$ cat config.mk
export PLATFORM = sky130hd
export DESIGN_NAME = reflow_oven_sequencer_top_flat
export DESIGN_NICKNAME = d
export VERILOG_FILES = /design/src/hw/rtl/ros_pkg.sv /design/src/hw/rtl/ros_channels.sv /design/src/hw/rtl/reflow_oven_sequencer_top.sv /design/src/hw/rtl/ros_cfg.sv /design/src/flat_wrapper.sv
export VERILOG_INCLUDE_DIRS = /design/src /design/src/hw/rtl
export SDC_FILE = /design/constraint.sdc
export NUM_CORES = 1
export LEC_CHECK = 0
export BUFFER_PORTS_ARGS = -buffer_cell sky130_fd_sc_hd__buf_2
export CAP_MARGIN = 15
export CELL_PAD_IN_SITES_DETAIL_PLACEMENT = 2
export CELL_PAD_IN_SITES_GLOBAL_PLACEMENT = 2
export CORE_ASPECT_RATIO = 0.9
export CORE_MARGIN = 3
export CORE_UTILIZATION = 37
export CTS_CLUSTER_SIZE = 40
export DETAILED_ROUTE_END_ITERATION = 10
export PLACE_DENSITY_LB_ADDON = 0.2
export RECOVER_POWER = 100
export SYNTH_ARGS = -nofsm -noshare
export SYNTH_HDL_FRONTEND = slang
export SYNTH_SLANG_ARGS = --single-unit
export TNS_END_PERCENT = 5
$ cat constraint.sdc
create_clock -name clk -period 7.3 [get_ports clk]
set_input_delay 1.46 -clock clk [delete_from_list [all_inputs] [get_ports clk]]
set_output_delay 1.46 -clock clk [all_outputs]
set_load 0.01 [all_outputs]
$ cat src/hw/rtl/reflow_oven_sequencer_top_defines.svh
// Assertion macros for the reflow oven sequencer.
`ifndef REFLOW_OVEN_SEQUENCER_TOP_DEFINES_SVH
`define REFLOW_OVEN_SEQUENCER_TOP_DEFINES_SVH

`ifndef SYNTHESIS
// Same-cycle implication, checked on clk, off during rst.
`define ROS_ASSERT_IMPL(label, ante, cons) \
  label: assert property (@(posedge clk) disable iff (rst) (ante) |-> (cons)) \
    else $error("reflow oven sequencer check failed");
// Next-cycle implication, checked on clk, off during rst.
`define ROS_ASSERT_NEXT(label, ante, cons) \
  label: assert property (@(posedge clk) disable iff (rst) (ante) |=> (cons)) \
    else $error("reflow oven sequencer check failed");
`else
`define ROS_ASSERT_IMPL(label, ante, cons)
`define ROS_ASSERT_NEXT(label, ante, cons)
`endif

`endif

$ cat src/hw/rtl/ros_pkg.sv
// Types, constants and helper functions of the reflow oven sequencer.
`default_nettype none
package ros_pkg;

  localparam int PROFILE_COUNT = 4;
  localparam logic [2:0] PROFILE_LAST = 3'(PROFILE_COUNT - 1);
  localparam logic [15:0] MS_PER_SECOND = 16'd1000;
  localparam logic [15:0] SAT16 = 16'hFFFF;

  localparam int TEMP_W = 12;
  localparam int CFG_IDX_W = 3;
  localparam int CFG_DATA_W = 16;

  // Configuration register indexes
  localparam logic [CFG_IDX_W-1:0] CFG_ROOM     = 3'd0;
  localparam logic [CFG_IDX_W-1:0] CFG_PREHEAT  = 3'd1;
  localparam logic [CFG_IDX_W-1:0] CFG_SOAK     = 3'd2;
  localparam logic [CFG_IDX_W-1:0] CFG_REFLOW   = 3'd3;
  localparam logic [CFG_IDX_W-1:0] CFG_COOL     = 3'd4;
  localparam logic [CFG_IDX_W-1:0] CFG_INTERVAL = 3'd5;

  // Button events
  localparam logic [1:0] BTN_SHORT = 2'd1;
  localparam logic [1:0] BTN_LONG  = 2'd2;

  // Zones
  localparam logic [1:0] ZN_PREHEAT = 2'd0;
  localparam logic [1:0] ZN_SOAK    = 2'd1;
  localparam logic [1:0] ZN_REFLOW  = 2'd2;
  localparam logic [1:0] ZN_COOL    = 2'd3;

  // Reported state codes
  localparam logic [3:0] CODE_PROFILE  = 4'd0;
  localparam logic [3:0] CODE_RESET    = 4'd1;
  localparam logic [3:0] CODE_DEBUG    = 4'd2;
  localparam logic [3:0] CODE_ABORT    = 4'd3;
  localparam logic [3:0] CODE_IDLE     = 4'd4;
  localparam logic [3:0] CODE_START    = 4'd5;
  localparam logic [3:0] CODE_PREHEAT  = 4'd6;
  localparam logic [3:0] CODE_SOAK     = 4'd7;
  localparam logic [3:0] CODE_REFLOW   = 4'd8;
  localparam logic [3:0] CODE_COOL     = 4'd9;
  localparam logic [3:0] CODE_COMPLETE = 4'd10;
  localparam logic [3:0] CODE_HOT      = 4'd11;
  localparam logic [3:0] CODE_ERROR    = 4'd12;

  typedef enum logic [11:0] {
    ST_PROFILE  = 12'b0000_0000_0001,
    ST_RESET    = 12'b0000_0000_0010,
    ST_DEBUG    = 12'b0000_0000_0100,
    ST_ABORT    = 12'b0000_0000_1000,
    ST_IDLE     = 12'b0000_0001_0000,
    ST_START    = 12'b0000_0010_0000,
    ST_PREHEAT  = 12'b0000_0100_0000,
    ST_SOAK     = 12'b0000_1000_0000,
    ST_REFLOW   = 12'b0001_0000_0000,
    ST_COOL     = 12'b0010_0000_0000,
    ST_COMPLETE = 12'b0100_0000_0000,
    ST_HOT      = 12'b1000_0000_0000
  } state_t;

  typedef struct packed {
    logic [TEMP_W-1:0] room_temp;
    logic [TEMP_W-1:0] preheat_temp;
    logic [TEMP_W-1:0] soak_temp;
    logic [TEMP_W-1:0] reflow_temp;
    logic [TEMP_W-1:0] cool_temp;
    logic [15:0]       interval_ms;
  } cfg_t;

  function automatic logic [TEMP_W-1:0] zone_target(cfg_t c, logic [1:0] z);
    logic [TEMP_W-1:0] t;
    unique case (z)
      ZN_PREHEAT: t = c.preheat_temp;
      ZN_SOAK:    t = c.soak_temp;
      ZN_REFLOW:  t = c.reflow_temp;
      default:    t = c.cool_temp;
    endcase
    return t;
  endfunction

  function automatic logic [3:0] state_code(state_t s);
    logic [3:0] c;
    unique case (s)
      ST_PROFILE:  c = CODE_PROFILE;
      ST_RESET:    c = CODE_RESET;
      ST_DEBUG:    c = CODE_DEBUG;
      ST_ABORT:    c = CODE_ABORT;
      ST_IDLE:     c = CODE_IDLE;
      ST_START:    c = CODE_START;
      ST_PREHEAT:  c = CODE_PREHEAT;
      ST_SOAK:     c = CODE_SOAK;
      ST_REFLOW:   c = CODE_REFLOW;
      ST_COOL:     c = CODE_COOL;
      ST_COMPLETE: c = CODE_COMPLETE;
      ST_HOT:      c = CODE_HOT;
      default:     c = CODE_ERROR;
    endcase
    return c;
  endfunction

  function automatic logic [15:0] sat_inc16(logic [15:0] v);
    return (v == SAT16) ? SAT16 : v + 16'd1;
  endfunction

endpackage
`default_nettype wire

$ cat src/hw/rtl/ros_channels.sv
// Handshake channel interfaces of the reflow oven sequencer.
`default_nettype none
interface ros_sample_if;
  logic                        valid;
  logic                        ready;
  logic [ros_pkg::TEMP_W-1:0]  temperature;
  logic                        debug_mode;
  logic [1:0]                  button;
  logic                        start_cmd;
  logic                        stop_cmd;
  modport source (output valid, temperature, debug_mode, button, start_cmd, stop_cmd,
                  input ready);
  modport sink   (input valid, temperature, debug_mode, button, start_cmd, stop_cmd,
                  output ready);
endinterface

interface ros_result_if;
  logic                        valid;
  logic                        ready;
  logic [3:0]                  state_code;
  logic                        run_on;
  logic [1:0]                  zone_code;
  logic                        pid_on;
  logic [ros_pkg::TEMP_W-1:0]  setpoint;
  logic                        fan_on;
  logic [2:0]                  profile_number;
  logic [15:0]                 run_seconds;
  logic [15:0]                 zone_seconds;
  modport source (output valid, state_code, run_on, zone_code, pid_on, setpoint, fan_on,
                         profile_number, run_seconds, zone_seconds,
                  input ready);
  modport sink   (input valid, state_code, run_on, zone_code, pid_on, setpoint, fan_on,
                        profile_number, run_seconds, zone_seconds,
                  output ready);
endinterface

interface ros_cfg_if;
  logic                            valid;
  logic                            ready;
  logic [ros_pkg::CFG_IDX_W-1:0]   index;
  logic [ros_pkg::CFG_DATA_W-1:0]  data;
  modport source (output valid, index, data, input ready);
  modport sink   (input valid, index, data, output ready);
endinterface
`default_nettype wire

$ cat src/hw/rtl/reflow_oven_sequencer_top.sv
// Top level of the reflow oven sequencer: input stage, state update, result register.
// A sample waits in the input register; its result then loads the result register.
// Throughput: one sample per cycle unless result.ready stalls the result register;
// the single-pass state update between input and result register sets that figure.
// Reset: rst is synchronous and active high; it clears the state, the counters,
// both valid flags and loads the configuration defaults. No clearing pass.
`default_nettype none
`include "reflow_oven_sequencer_top_defines.svh"
module reflow_oven_sequencer_top (
  input  wire logic  clk,
  input  wire logic  rst,
  ros_sample_if.sink sample,
  ros_result_if.source result,
  ros_cfg_if.sink    cfg
);

  ros_pkg::cfg_t regs;

  ros_cfg u_cfg (
    .clk  (clk),
    .rst  (rst),
    .cfg  (cfg),
    .regs (regs)
  );

  // ---------------------------------------------------------------------------
  // Input stage: hold one sample until the result register can take its result.
  // ---------------------------------------------------------------------------
  logic                       s_valid;
  logic [ros_pkg::TEMP_W-1:0] s_temp;
  logic                       s_debug;
  logic [1:0]                 s_button;
  logic                       s_start;
  logic                       s_stop;
  logic                       advance;

  assign advance      = s_valid && (!result.valid || result.ready);
  assign sample.ready = !s_valid || advance;

  always_ff @(posedge clk) begin
    if (rst) begin
      s_valid <= 1'b0;
    end else if (sample.valid && sample.ready) begin
      s_valid <= 1'b1;
    end else if (advance) begin
      s_valid <= 1'b0;
    end
  end

  always_ff @(posedge clk) begin
    if (sample.valid && sample.ready) begin
      s_temp   <= sample.temperature;
      s_debug  <= sample.debug_mode;
      s_button <= sample.button;
      s_start  <= sample.start_cmd;
      s_stop   <= sample.stop_cmd;
    end
  end

  // ---------------------------------------------------------------------------
  // Sequencer state
  // ---------------------------------------------------------------------------
  ros_pkg::state_t state, state_next;
  logic        run_flag, run_flag_next;
  logic [1:0]  zone, zone_next;
  logic        pid_en, pid_en_next;
  logic        fan, fan_next;
  logic        start_pending, start_pending_next;
  logic [15:0] second_count, second_count_next;
  logic [15:0] interval_count, interval_count_next;
  logic [15:0] run_count, run_count_next;
  logic [15:0] zone_count, zone_count_next;
  logic [2:0]  profile, profile_next;
  logic [ros_pkg::TEMP_W-1:0] step_target;
  logic        btn_long;
  logic        btn_short;

  assign btn_long  = !s_debug && (s_button == ros_pkg::BTN_LONG);
  assign btn_short = !s_debug && (s_button == ros_pkg::BTN_SHORT);

  // The zone is not touched before the step, so its target comes from the
  // current zone register.
  assign step_target = ros_pkg::zone_target(regs, zone);

  always_comb begin
    state_next          = state;
    run_flag_next       = run_flag;
    zone_next           = zone;
    pid_en_next         = pid_en;
    fan_next            = fan;
    start_pending_next  = start_pending;
    run_count_next      = run_count;
    zone_count_next     = zone_count;
    profile_next        = profile;

    // Advance both millisecond counters, saturating.
    second_count_next   = ros_pkg::sat_inc16(second_count);
    interval_count_next = ros_pkg::sat_inc16(interval_count);

    // Serial requests: start only latches in idle, stop only aborts a run.
    if (s_start && state == ros_pkg::ST_IDLE) begin
      start_pending_next = 1'b1;
    end
    if (s_stop && run_flag) begin
      state_next          = ros_pkg::ST_ABORT;
      run_flag_next       = 1'b0;
      interval_count_next = '0;
    end

    // Button events, ignored in debug mode; code three counts as no event.
    if (btn_long) begin
      if (state_next == ros_pkg::ST_IDLE) begin
        state_next = ros_pkg::ST_PROFILE;
      end else if (run_flag_next) begin
        state_next    = ros_pkg::ST_ABORT;
        run_flag_next = 1'b0;
      end else begin
        state_next = ros_pkg::ST_RESET;
      end
      interval_count_next = '0;
    end else if (btn_short) begin
      if (state_next == ros_pkg::ST_PROFILE) begin
        // cycle the profile and wrap at the last one
        if (profile < ros_pkg::PROFILE_LAST) begin
          profile_next = profile + 3'd1;
        end else begin
          profile_next = '0;
        end
      end else if (run_flag_next) begin
        state_next    = ros_pkg::ST_ABORT;
        run_flag_next = 1'b0;
      end else if (state_next == ros_pkg::ST_IDLE) begin
        start_pending_next = 1'b1;
      end else begin
        state_next = ros_pkg::ST_RESET;
      end
      interval_count_next = '0;
    end

    // One-second run timers.
    if (run_flag_next && second_count_next >= ros_pkg::MS_PER_SECOND) begin
      second_count_next = second_count_next - ros_pkg::MS_PER_SECOND;
      run_count_next    = ros_pkg::sat_inc16(run_count);
      zone_count_next   = ros_pkg::sat_inc16(zone_count);
    end

    // At most one state machine step per sample.
    if (interval_count_next >= regs.interval_ms) begin
      interval_count_next = interval_count_next - regs.interval_ms;
      unique case (state_next)
        ros_pkg::ST_RESET: begin
          run_count_next  = '0;
          zone_count_next = '0;
          pid_en_next     = 1'b0;
          run_flag_next   = 1'b0;
          zone_next       = ros_pkg::ZN_PREHEAT;
          fan_next        = 1'b0;
          state_next      = ros_pkg::ST_IDLE;
        end
        ros_pkg::ST_IDLE: begin
          if (s_temp >= regs.room_temp) begin
            state_next = ros_pkg::ST_HOT;
          end else if (s_debug) begin
            state_next = ros_pkg::ST_DEBUG;
          end else if (start_pending_next) begin
            start_pending_next = 1'b0;
            state_next         = ros_pkg::ST_START;
          end
        end
        ros_pkg::ST_START: begin
          pid_en_next       = 1'b1;
          zone_count_next   = '0;
          zone_next         = ros_pkg::ZN_PREHEAT;
          state_next        = ros_pkg::ST_PREHEAT;
          run_flag_next     = 1'b1;
          second_count_next = '0;
        end
        ros_pkg::ST_PREHEAT: begin
          if (s_temp >= step_target) begin
            zone_count_next = '0;
            zone_next       = ros_pkg::ZN_SOAK;
            state_next      = ros_pkg::ST_SOAK;
          end
        end
        ros_pkg::ST_SOAK: begin
          if (s_temp >= step_target) begin
            zone_count_next = '0;
            zone_next       = ros_pkg::ZN_REFLOW;
            state_next      = ros_pkg::ST_REFLOW;
          end
        end
        ros_pkg::ST_REFLOW: begin
          if (s_temp >= step_target) begin
            zone_count_next = '0;
            zone_next       = ros_pkg::ZN_COOL;
            state_next      = ros_pkg::ST_COOL;
          end
        end
        ros_pkg::ST_COOL: begin
          if (s_temp < step_target) begin
            run_flag_next = 1'b0;
            state_next    = ros_pkg::ST_COMPLETE;
          end else begin
            fan_next = 1'b1;
          end
        end
        ros_pkg::ST_COMPLETE: begin
          // PID stays enabled until the next reset
          fan_next = (s_temp >= regs.room_temp);
        end
        ros_pkg::ST_HOT: begin
          if (s_temp < regs.room_temp) begin
            state_next = ros_pkg::ST_IDLE;
            fan_next   = 1'b0;
          end else begin
            fan_next = 1'b1;
          end
        end
        ros_pkg::ST_PROFILE: ;
        ros_pkg::ST_DEBUG: begin
          if (!s_debug) begin
            state_next = ros_pkg::ST_RESET;
          end
        end
        default: begin
          // abort and any stray code fall back to reset
          state_next = ros_pkg::ST_RESET;
        end
      endcase
    end
  end

  always_ff @(posedge clk) begin
    if (rst) begin
      state          <= ros_pkg::ST_RESET;
      run_flag       <= 1'b0;
      zone           <= ros_pkg::ZN_PREHEAT;
      pid_en         <= 1'b0;
      fan            <= 1'b0;
      start_pending  <= 1'b0;
      second_count   <= '0;
      interval_count <= '0;
      run_count      <= '0;
      zone_count     <= '0;
      profile        <= '0;
    end else if (advance) begin
      state          <= state_next;
      run_flag       <= run_flag_next;
      zone           <= zone_next;
      pid_en         <= pid_en_next;
      fan            <= fan_next;
      start_pending  <= start_pending_next;
      second_count   <= second_count_next;
      interval_count <= interval_count_next;
      run_count      <= run_count_next;
      zone_count     <= zone_count_next;
      profile        <= profile_next;
    end
  end

  // ---------------------------------------------------------------------------
  // Result register: load on advance, drop after the downstream transfer.
  // ---------------------------------------------------------------------------
  always_ff @(posedge clk) begin
    if (rst) begin
      result.valid <= 1'b0;
    end else if (advance) begin
      result.valid <= 1'b1;
    end else if (result.ready) begin
      result.valid <= 1'b0;
    end
  end

  always_ff @(posedge clk) begin
    if (advance) begin
      result.state_code     <= ros_pkg::state_code(state_next);
      result.run_on         <= run_flag_next;
      result.zone_code      <= zone_next;
      result.pid_on         <= pid_en_next;
      result.setpoint       <= ros_pkg::zone_target(regs, zone_next);
      result.fan_on         <= fan_next;
      result.profile_number <= profile_next;
      result.run_seconds    <= run_count_next;
      result.zone_seconds   <= zone_count_next;
    end
  end

  // ---------------------------------------------------------------------------
  // Checks
  // ---------------------------------------------------------------------------
  // A run always has the heater PID enabled.
  `ROS_ASSERT_IMPL(a_run_has_pid, run_flag, pid_en)
  // No run is active while waiting, hot or selecting a profile.
  `ROS_ASSERT_IMPL(a_no_run_when_parked,
    state == ros_pkg::ST_IDLE || state == ros_pkg::ST_HOT || state == ros_pkg::ST_PROFILE,
    !run_flag)
  // The fan stays off while heating through preheat and soak.
  `ROS_ASSERT_IMPL(a_fan_off_heating,
    state == ros_pkg::ST_PREHEAT || state == ros_pkg::ST_SOAK, !fan)
  // A held sample stays in the input stage while the result register is blocked.
  `ROS_ASSERT_NEXT(a_stage_holds, s_valid && !advance, s_valid)

endmodule
`default_nettype wire

$ cat src/hw/rtl/ros_cfg.sv
// Configuration register file of the reflow oven sequencer.
`default_nettype none
module ros_cfg (
  input  wire logic    clk,
  input  wire logic    rst,
  ros_cfg_if.sink      cfg,
  output ros_pkg::cfg_t regs
);

  assign cfg.ready = 1'b1;

  always_ff @(posedge clk) begin
    if (rst) begin
      regs.room_temp    <= 12'd200;
      regs.preheat_temp <= 12'd600;
      regs.soak_temp    <= 12'd720;
      regs.reflow_temp  <= 12'd920;
      regs.cool_temp    <= 12'd400;
      regs.interval_ms  <= 16'd1000;
    end else if (cfg.valid) begin
      // drop writes beyond the register list
      unique case (cfg.index)
        ros_pkg::CFG_ROOM:     regs.room_temp    <= cfg.data[ros_pkg::TEMP_W-1:0];
        ros_pkg::CFG_PREHEAT:  regs.preheat_temp <= cfg.data[ros_pkg::TEMP_W-1:0];
        ros_pkg::CFG_SOAK:     regs.soak_temp    <= cfg.data[ros_pkg::TEMP_W-1:0];
        ros_pkg::CFG_REFLOW:   regs.reflow_temp  <= cfg.data[ros_pkg::TEMP_W-1:0];
        ros_pkg::CFG_COOL:     regs.cool_temp    <= cfg.data[ros_pkg::TEMP_W-1:0];
        ros_pkg::CFG_INTERVAL: regs.interval_ms  <= cfg.data;
        default: ;
      endcase
    end
  end

endmodule
`default_nettype wire
$ cat src/flat_wrapper.sv
// flat-port wrapper written by rule: the top's interface ports become plain ports
module reflow_oven_sequencer_top_flat 
  (clk, rst, sample_valid, sample_temperature, sample_debug_mode, sample_button, sample_start_cmd, sample_stop_cmd, sample_ready, result_valid, result_state_code, result_run_on, result_zone_code, result_pid_on, result_setpoint, result_fan_on, result_profile_number, result_run_seconds, result_zone_seconds, result_ready, cfg_valid, cfg_index, cfg_data, cfg_ready);
  ros_sample_if sample_i ();
  ros_result_if result_i ();
  ros_cfg_if cfg_i ();
  input  wire logic clk;
  input  wire logic rst;
  input wire logic [$bits(sample_i.valid)-1:0] sample_valid;
  input wire logic [$bits(sample_i.temperature)-1:0] sample_temperature;
  input wire logic [$bits(sample_i.debug_mode)-1:0] sample_debug_mode;
  input wire logic [$bits(sample_i.button)-1:0] sample_button;
  input wire logic [$bits(sample_i.start_cmd)-1:0] sample_start_cmd;
  input wire logic [$bits(sample_i.stop_cmd)-1:0] sample_stop_cmd;
  output wire logic [$bits(sample_i.ready)-1:0] sample_ready;
  output wire logic [$bits(result_i.valid)-1:0] result_valid;
  output wire logic [$bits(result_i.state_code)-1:0] result_state_code;
  output wire logic [$bits(result_i.run_on)-1:0] result_run_on;
  output wire logic [$bits(result_i.zone_code)-1:0] result_zone_code;
  output wire logic [$bits(result_i.pid_on)-1:0] result_pid_on;
  output wire logic [$bits(result_i.setpoint)-1:0] result_setpoint;
  output wire logic [$bits(result_i.fan_on)-1:0] result_fan_on;
  output wire logic [$bits(result_i.profile_number)-1:0] result_profile_number;
  output wire logic [$bits(result_i.run_seconds)-1:0] result_run_seconds;
  output wire logic [$bits(result_i.zone_seconds)-1:0] result_zone_seconds;
  input wire logic [$bits(result_i.ready)-1:0] result_ready;
  input wire logic [$bits(cfg_i.valid)-1:0] cfg_valid;
  input wire logic [$bits(cfg_i.index)-1:0] cfg_index;
  input wire logic [$bits(cfg_i.data)-1:0] cfg_data;
  output wire logic [$bits(cfg_i.ready)-1:0] cfg_ready;
  assign sample_i.valid = sample_valid;
  assign sample_i.temperature = sample_temperature;
  assign sample_i.debug_mode = sample_debug_mode;
  assign sample_i.button = sample_button;
  assign sample_i.start_cmd = sample_start_cmd;
  assign sample_i.stop_cmd = sample_stop_cmd;
  assign sample_ready = sample_i.ready;
  assign result_valid = result_i.valid;
  assign result_state_code = result_i.state_code;
  assign result_run_on = result_i.run_on;
  assign result_zone_code = result_i.zone_code;
  assign result_pid_on = result_i.pid_on;
  assign result_setpoint = result_i.setpoint;
  assign result_fan_on = result_i.fan_on;
  assign result_profile_number = result_i.profile_number;
  assign result_run_seconds = result_i.run_seconds;
  assign result_zone_seconds = result_i.zone_seconds;
  assign result_i.ready = result_ready;
  assign cfg_i.valid = cfg_valid;
  assign cfg_i.index = cfg_index;
  assign cfg_i.data = cfg_data;
  assign cfg_ready = cfg_i.ready;
  reflow_oven_sequencer_top u_core (.clk(clk), .rst(rst), .sample(sample_i), .result(result_i), .cfg(cfg_i));
endmodule
==> results by group <==
Floorplanning
  • Die area: 39000 um^2
  • Num ports: 100
  • FP Rows: 65
  • Starting density of the core: 0.381
  • Height of the die: 188 um
  • Die W: 208 um
  • Core area: 35600 um^2

Outcome
  • Outcome: finished with violations
  • Failing checks: capacitance limit, slew limit

Logic synthesis
  • Syn Inst Count: 1597
  • Distinct cells, synth: 93
  • Mapped Nets: 1685
  • Sequential fraction of the synthesis area: 0.402
  • Post-synth top flop: dfxtp_1
  • Synth warn: 0
  • Post-synth EDFFs: 73
  • Synth Cell Area: 13600 um^2
  • Syn avg cell area: 8.49 um^2
  • Yosys reg bits: 236
  • Async SR Flop Fraction: 0

STA
  • RSZ-0062 raised after global routing: false
  • Pins over their slew limit: 268
  • Clock skew: 0.0144 ns
  • Setup TNS: 0 ns
  • Setup-failing EPs final: 0
  • Worst slew pin tran: 3.53 ns
  • Min Tclk post-route: 6.38 ns
  • Final Hold Fails: 0
  • Relative slew slack: -1.35
  • Final Cycle Share: 0.873
  • Peak Freq: 157 MHz

Clock network
  • Root Buffer: clkbuf_16
  • # Post-CTS Setup Buffers: 0
  • Hold-fix buffer count after cts: 0
  • H-tree levels: 1
  • CTS tree: built
  • Max Root-Sink Buffers: 3
  • Clock Latency Late Sink: 0.57 ns
  • Resize count post-CTS: 0
  • CTS Sinks: 236
  • Num CTS Buffers: 28
  • Clock-pin slew on the worst setup and hold paths: 0.06 ns

GRT
  • GRT Total Usage: 0.247
  • Vias in the first global route: 13500
  • Initial antenna violation count: 1
  • First-pass GRT wire length: 78.3 mm
  • Total gr overflow: 0
  • Largest net degree at the start of global routing: 72

Worst setup path
  • Crit Path Category: reg -> reg
  • Element type at the critical path end: register
  • Crit path DAT: 6.69 ns
  • Crit-path max FO: 18
  • CP required: 7.62 ns
  • Startpoint types: register

Pwr
  • Leakage power: 5.56 nW
  • PwrDens: 223 nW/um^2
  • Peak supply drop: 0.183 mV

Detailed routing
  • ANT nets after route: 0
  • Iter 0 DRT Violations: 614
  • Vias per cell: 5.87
  • Final WL: 49.0 mm
  • Drt first pass iters: 5
  • Drt wl/cell: 22.9 um
  • DRC: 0
  • Vias: 12600

Placed design
  • Gpl congestion: 0.870
  • Input/output buffers: 98
  • Placed instance count: 2088
  • HPWL Detailed: 34.1 mm

Finish
  • Layout cells sized above 1: 0.0885
  • Area delta synth->final: 12.1%
  • Fill cell total of the finished layout: 4026
  • Register area: 5460 um^2
  • Multi-input logic area: 7500 um^2
  • Final net count: 1739
  • Most frequent cells in the layout: 270 x nand2_1, 163 x dfxtp_1, 155 x a21oi_1
  • Final non-filler cell total: 2142
  • Ant. Diodes: 0
  • Most common cell after layout, fill and taps aside: nand2_1

Hold path
  • Hold WC Path Type: reg -> reg

Run
  • Max_cap viols: 5
area by class of cell:
type	count	area share
Tap cell	469	0.0386
Timing Repair Buffer	112	0.0324
Multi-Input combinational cell	1216	0.494
Clock inverter	9	0.00568
Sequential cell	236	0.359
Clock buffer	43	0.0566
Inverter	57	0.0142
metrics by stage:
step                      utilization  hold WS (ns)  cell area (um^2)  total power, W  setup slack [ns]
after floorplan                     -         0.436             13600         0.00181              2.05
after global placement          0.404         0.443             14400         0.00196              1.40
after detailed placement        0.404         0.453             14400         0.00199              1.15
after CTS                       0.431         0.461             15300         0.00344              1.05
after global routing            0.427         0.474             15200         0.00356             0.276
final                           0.427         0.457             15200         0.00340             0.924
critical path, cell delays in order (launching register included):
cell and delay (ns):
dfxtp_1 0.39, ha_1 0.24, nand3_1 0.19, nor2b_1 0.23, nand3_1 0.21, or2_2 0.45, a21oi_1 0.31, inv_1 0.12
fa_1 0.45, nor2b_1 0.20, o31a_1 0.23, o41ai_2 0.15, a211oi_4 0.52, clkbuf_1 0.78, a21o_4 0.27, nand2_1 0.10
or4b_1 0.59, or4_4 0.57, o31a_1 0.13
per-layer routing:
layer | up-vias | share of wire | track usage
met1 | 6363 | 0.45 | 0.326
met3 | 73 | 0.046 | 0.0383
met4 | 2 | 0.023 | 0.0627
li1 | 5881 | - | -
met2 | 264 | 0.48 | 0.424
met5 | - | 0.00039 | 0
registers in the layout, indices dropped and copies added (netlist names), 3 cells and up:
register,cells
u_core.u_cfg.regs,76
u_core.interval_count,16
u_core.result.run_seconds,16
u_core.result.zone_seconds,16
u_core.run_count,16
u_core.second_count,16
u_core.zone_count,16
u_core.result.setpoint,12
u_core.s_temp,12
u_core.state,12
u_core.result.state_code,4
u_core.profile,3
u_core.result.profile_number,3
logic make-up (layout without fill, tap and decap cells):
group | after synthesis | after routing | share of synthesized area
AOI/OAI and AO/OA | 388 | 388 | 0.187
xor gates and xnor gates | 50 | 50 | 0.0323
adders and majority gates | 47 | 47 | 0.0439
buffers and inverters | 145 | 221 | 0.0422
DFF | 236 | 236 | 0.402
muxes | 36 | 36 | 0.0491
other | 1 | 1 | 0.000277
and+or+nand+nor | 694 | 694 | 0.243
cells in the mapped netlist, types with 10 or more instances:
cell      instances  area share
o211ai_1         11      0.0061
mux4_2           24       0.040
nor2_1          147       0.041
clkbuf_1         68       0.019
a22o_1           19       0.012
nor2b_1          16      0.0074
nand3_1          71       0.026
nand4_1          25       0.012
inv_1            56       0.016
xnor2_1          23       0.015
o21ai_0          53       0.020
dfxtp_1         163        0.24
nand2_1         270       0.075
and2_1           12      0.0055
nor3_1           50       0.018
a31oi_1          13      0.0060
a311oi_1         12      0.0078
a21o_1           20       0.011
a21oi_1         155       0.057
ha_1             46       0.042
and3_1           28       0.013
xor2_1           27       0.017
a211oi_1         18       0.010
o21a_1           10      0.0055
edfxtp_1         73        0.16
or3_1            12      0.0055
final timing paths:
path	from	endpoint	slack, ns	cells past startpoint
setup reg to reg	u_core.interval_count[0]$_SDFFE_PP0P_	u_core.result.state_code[2]$_DFFE_PP_	0.92	18
setup / recovery	u_core.interval_count[0]$_SDFFE_PP0P_	u_core.result.state_code[2]$_DFFE_PP_	0.92	18
hold reg to reg	u_core.u_cfg.regs[11]$_SDFFE_PP0P_	u_core.u_cfg.regs[11]$_SDFFE_PP0P_	0.46	2
hold / removal	u_core.u_cfg.regs[11]$_SDFFE_PP0P_	u_core.u_cfg.regs[11]$_SDFFE_PP0P_	0.46	2
where the power goes:
part	internal [W]	total (W)	switching [W]
sequential	0.00141	0.00145	0.0000452
combinational	0.000172	0.000507	0.000335
clock	0.000847	0.00144	0.000591
No activity file was read; power rests on OpenSTA's default activity.
